<file path="src/pcpa_pkg.sv">
// Shared types, codes and helpers for the per-CPU page allocator.
`timescale 1ns / 1ps
package pcpa_pkg;

    localparam int FRAME_W   = 15;
    localparam int COUNT_W   = 16;
    localparam int BATCH_W   = 5;
    localparam int CFG_IDX_W = 1;
    localparam int CFG_DAT_W = 15;

    localparam logic [COUNT_W-1:0] COUNT_MAX = '1;
    localparam logic [BATCH_W-1:0] BATCH_MAX = 5'd16;
    localparam logic [BATCH_W-1:0] BATCH_RST = 5'd8;

    typedef enum logic [2:0] {
        MD_ALLOC = 3'd0,
        MD_FREE  = 3'd1,
        MD_INC   = 3'd2,
        MD_QUERY = 3'd3,
        MD_SEED  = 3'd4
    } t_mode;

    typedef enum logic [2:0] {
        ST_OK   = 3'd0,
        ST_OOM  = 3'd1,
        ST_BAD  = 3'd2,
        ST_ZERO = 3'd3,
        ST_SAT  = 3'd4
    } t_status;

    typedef enum logic [CFG_IDX_W-1:0] {
        CFG_LOW_FRAME   = 1'd0,
        CFG_STEAL_BATCH = 1'd1
    } t_cfg_idx;

    typedef struct packed {
        logic [2:0]         mode;
        logic [2:0]         cpu;
        logic [FRAME_W-1:0] frame;
    } t_in_item;

    typedef struct packed {
        logic [2:0]         status;
        logic [FRAME_W-1:0] out_frame;
        logic [COUNT_W-1:0] ref_count;
        logic               released;
    } t_out_item;

    // list head: valid flag plus the frame on top of the list
    typedef struct packed {
        logic               valid;
        logic [FRAME_W-1:0] frame;
    } t_head;

    typedef struct packed {
        logic               head_we;
        t_head              head_wdata;
        logic               link_we;
        logic [FRAME_W-1:0] link_wdata;
    } t_list_ctl;

    typedef struct packed {
        t_status            status;
        logic [COUNT_W-1:0] count;
        logic               wr_en;
        logic               push;
    } t_alu_res;

    // zero counts as one, anything above sixteen as sixteen
    function automatic logic [BATCH_W-1:0] f_eff_batch(input logic [BATCH_W-1:0] b);
        logic [BATCH_W-1:0] r;
        r = b;
        if (b == '0) begin
            r = 5'd1;
        end else if (b > BATCH_MAX) begin
            r = BATCH_MAX;
        end
        return r;
    endfunction

endpackage

</file>
<file path="src/pcpa_alu.sv">
// Shared count update unit: one incrementer/decrementer and the status compares.
`timescale 1ns / 1ps
module pcpa_alu (
    input  pcpa_pkg::t_mode                 i_mode,
    input  logic [pcpa_pkg::COUNT_W-1:0]    i_count,
    input  logic                            i_below_low,
    output pcpa_pkg::t_alu_res              o_res
);
    import pcpa_pkg::*;

    logic [COUNT_W-1:0] sum;
    logic               is_zero;
    logic               is_max;

    // one adder serves both increment and decrement
    assign sum     = i_count + ((i_mode == MD_FREE) ? COUNT_MAX : COUNT_W'(1));
    assign is_zero = (i_count == '0);
    assign is_max  = (i_count == COUNT_MAX);

    always_comb begin
        o_res.status = ST_OK;
        o_res.count  = i_count;
        o_res.wr_en  = 1'b0;
        o_res.push   = 1'b0;
        unique case (i_mode)
            MD_FREE: begin
                if (i_below_low) begin
                    o_res.status = ST_BAD;
                end else if (is_zero) begin
                    o_res.status = ST_ZERO;
                end else begin
                    o_res.count = sum;
                    o_res.wr_en = 1'b1;
                    o_res.push  = (sum == '0);
                end
            end
            MD_INC: begin
                if (is_max) begin
                    o_res.status = ST_SAT;
                end else begin
                    o_res.count = sum;
                    o_res.wr_en = 1'b1;
                end
            end
            MD_QUERY: begin
                o_res.status = ST_OK;
            end
            MD_SEED: begin
                if (i_below_low) begin
                    o_res.status = ST_BAD;
                end else begin
                    o_res.count = '0;
                    o_res.wr_en = 1'b1;
                    o_res.push  = 1'b1;
                end
            end
            default: begin
                o_res.status = ST_OK;
            end
        endcase
    end

endmodule

</file>
<file path="config.mk">
export PLATFORM = sky130hd
export DESIGN_NAME = pcpa_alu
export DESIGN_NICKNAME = d
export VERILOG_FILES = /design/src/pcpa_pkg.sv /design/src/pcpa_alu.sv
export SDC_FILE = /design/constraint.sdc
export NUM_CORES = 1
export LEC_CHECK = 0
export BUFFER_PORTS_ARGS = -buffer_cell sky130_fd_sc_hd__buf_2
export CORE_UTILIZATION = 35
export DETAILED_ROUTE_END_ITERATION = 16
export GPL_TIMING_DRIVEN = 0
export PLACE_DENSITY = 0.63
export SLEW_MARGIN = 20
export SYNTH_ARGS = -nofsm -noshare
export SYNTH_HDL_FRONTEND = slang
export SYNTH_SLANG_ARGS = --single-unit
</file>
<file path="constraint.sdc">
create_clock -name vclk -period 3.8
set_input_delay 0 -clock vclk [all_inputs]
set_output_delay 0 -clock vclk [all_outputs]
set_load 0.02 [all_outputs]
</file>
==> reports/results.tsv <==
metric	value	unit
dr.pass1.iters	4	
cts_resized	0	
synthDistinctLibCells	44	
arrival	3460	ps
cts_setup_buffers	0	
endpoint_kind	primary output	
seq_cell_count	0	
fin_crit_sh	91.10	%
vias	1484	
numPortBuffers	41	
post-route-util	46.30	%
drt_wl_total	3606	um
hold_path_class	in -> out	
start_util	38.11	%
drv_cap	0	
io_pins	41	
final_common_cell	buf_2	
row_count	20	
crit_required	3800	ps
path_cells	buf_2 -> or3b_1 -> buf_2 -> inv_1 -> ha_1 -> nor2b_4 -> o21a_1 -> or3_4 -> a2111oi_4 -> o211ai_2 -> a2111oi_2 -> nand4_1 -> nand2_1 -> buf_2	
crit_slowest_cell	a2111oi_2	
power	0.2225	mW
max_freq	288.9	MHz
hold_viol_final	0	
die_w	60.83	um
critPathLaunchType	primary input	
antenna_cells	0	
rsz0062_at_grt	no	
fin_crit	3462	ps
grt_pass1_wl	5865	um
path_delay_family	compound AO/OA/AOI/OAI gates	
finalWorstSetupSlack	338.2	ps
worstPathMaxFanout	14	
hold_end	o_res[19]	
synth.avg_cell_area	7.124	um2
path_buf_inv	4	
fin_nets	249	
peakVddDrop	0.00005629	V
antenna_found_initial	0	
worstMarginPinSlew	522.7	ps
grt_pass1_vias	1245	
syn_nets	206	
worst-setup-path-type	in -> out	
antenna_left	0	
outcome	finished clean	
die_height	60.83	um
drive_gt1_share	24.17	%
gp_congestion	0.8361	
fin_tns_setup	0	ps
power.density	151.2	mW/mm2
report.final.slew_viol_count	0	
synth.yosys.warnings	0	
grt_max_degree	15	
ys_seq_area_share	0	%
syn_to_final_growth	21.49	%
layout_common_cells	buf_2, ha_1, nand2_1	
dieArea	0.003700	mm2
synth_cells	170	
setup_violations	0	
dp.final_hpwl	2969	um
dp_cells	255	
drcViolationCount	0	
worstHoldStart	i_mode[1]	
stdcell_count	255	
max_stage_delay	410	ps
coreArea	0.003178	mm2
routedWlPerCell	14.14	um
n_clock_buffer	0	
slew_headroom	65.16	%
first_iter_violations	97	
vias_per_cell	5.820	
grt_overflow	0	
track_usage	20.48	%
path_common_cell	buf_2	
place_ws	318.2	ps
p_leak	0.7361	nW
cts_hold_buf	0	
regArea	0	um2
synth_area	0.001211	mm2
fillers	358	
hold_depth	3	
## Yosys cell counts, types with 2 or more instances
cell | instances | area (um2)
xnor2_1 | 6 | 52.55
nor4_1 | 5 | 31.28
a21o_1 | 10 | 75.07
nor2_1 | 4 | 15.01
a211oi_1 | 3 | 22.52
buf_2 | 2 | 10.01
a22o_1 | 7 | 61.31
nand2_1 | 14 | 52.55
nand2b_1 | 3 | 18.77
o21a_1 | 6 | 45.04
o21ai_0 | 8 | 40.04
nand4_1 | 6 | 37.54
inv_1 | 7 | 26.28
and3_1 | 5 | 31.28
nor3_1 | 9 | 45.04
or2_2 | 2 | 12.51
ha_1 | 15 | 187.7
a221oi_1 | 2 | 17.52
or3_1 | 4 | 25.02
a32o_1 | 4 | 40.04
nand3b_1 | 3 | 22.52
nand3_1 | 11 | 55.05
a21oi_1 | 11 | 55.05
clkbuf_1 | 3 | 11.26
## power breakdown
group	switching, mW	leakage [nW]	internal (mW)
Clock	0	0	0
Combinational	0.135	0.736	0.0876
Sequential	0	0	0
## how the worst max path moves through the flow
stage | startpoint | endpoint | cells after the start
CTS | i_mode[2] | o_res[0] | 14
finish | i_mode[2] | o_res[0] | 14
floorplan | i_mode[2] | o_res[0] | 12
global placement | i_mode[2] | o_res[0] | 14
detailed placement | i_mode[2] | o_res[0] | 14
global route | i_mode[2] | o_res[0] | 14
## cell families (layout without fill, tap and decap cells)
group / after synthesis / count (layout) / share of synthesized area, %
AND/OR/NAND/NOR: 72 / 72 / 33.57
AO/OA/AOI/OAI: 63 / 63 / 40.29
adder cells (fa/ha/maj): 16 / 16 / 17.15
buffers and inverters: 12 / 53 / 3.926
XOR/XNOR: 7 / 7 / 5.062
## area by class of cell
cell class                      count  area (um2)  share of cell area [%]
Multi-Input combinational cell    158        1164                   79.08
Timing Repair Buffer               41       205.2                   13.95
Tap cell                           44       55.05                   3.741
Inverter                            7       26.28                   1.786
Buffer                              5       21.27                   1.446
## metal layers
layer  wire, um  global-route usage [%]
met1       1861                   32.11
met2       1517                   32.18
met3        189                  0.2132
met4         38                   1.948
met5          0                       0
## metrics by stage
stage / hold WS (ps) / area [um2]
floorplan: 82.64 / 1211
global placement: 312.1 / 1471
detailed placement: 305.7 / 1471
CTS: 308.2 / 1471
global route: 333.7 / 1471
finish: 313.1 / 1471
Power figures use the tool's default switching activity.
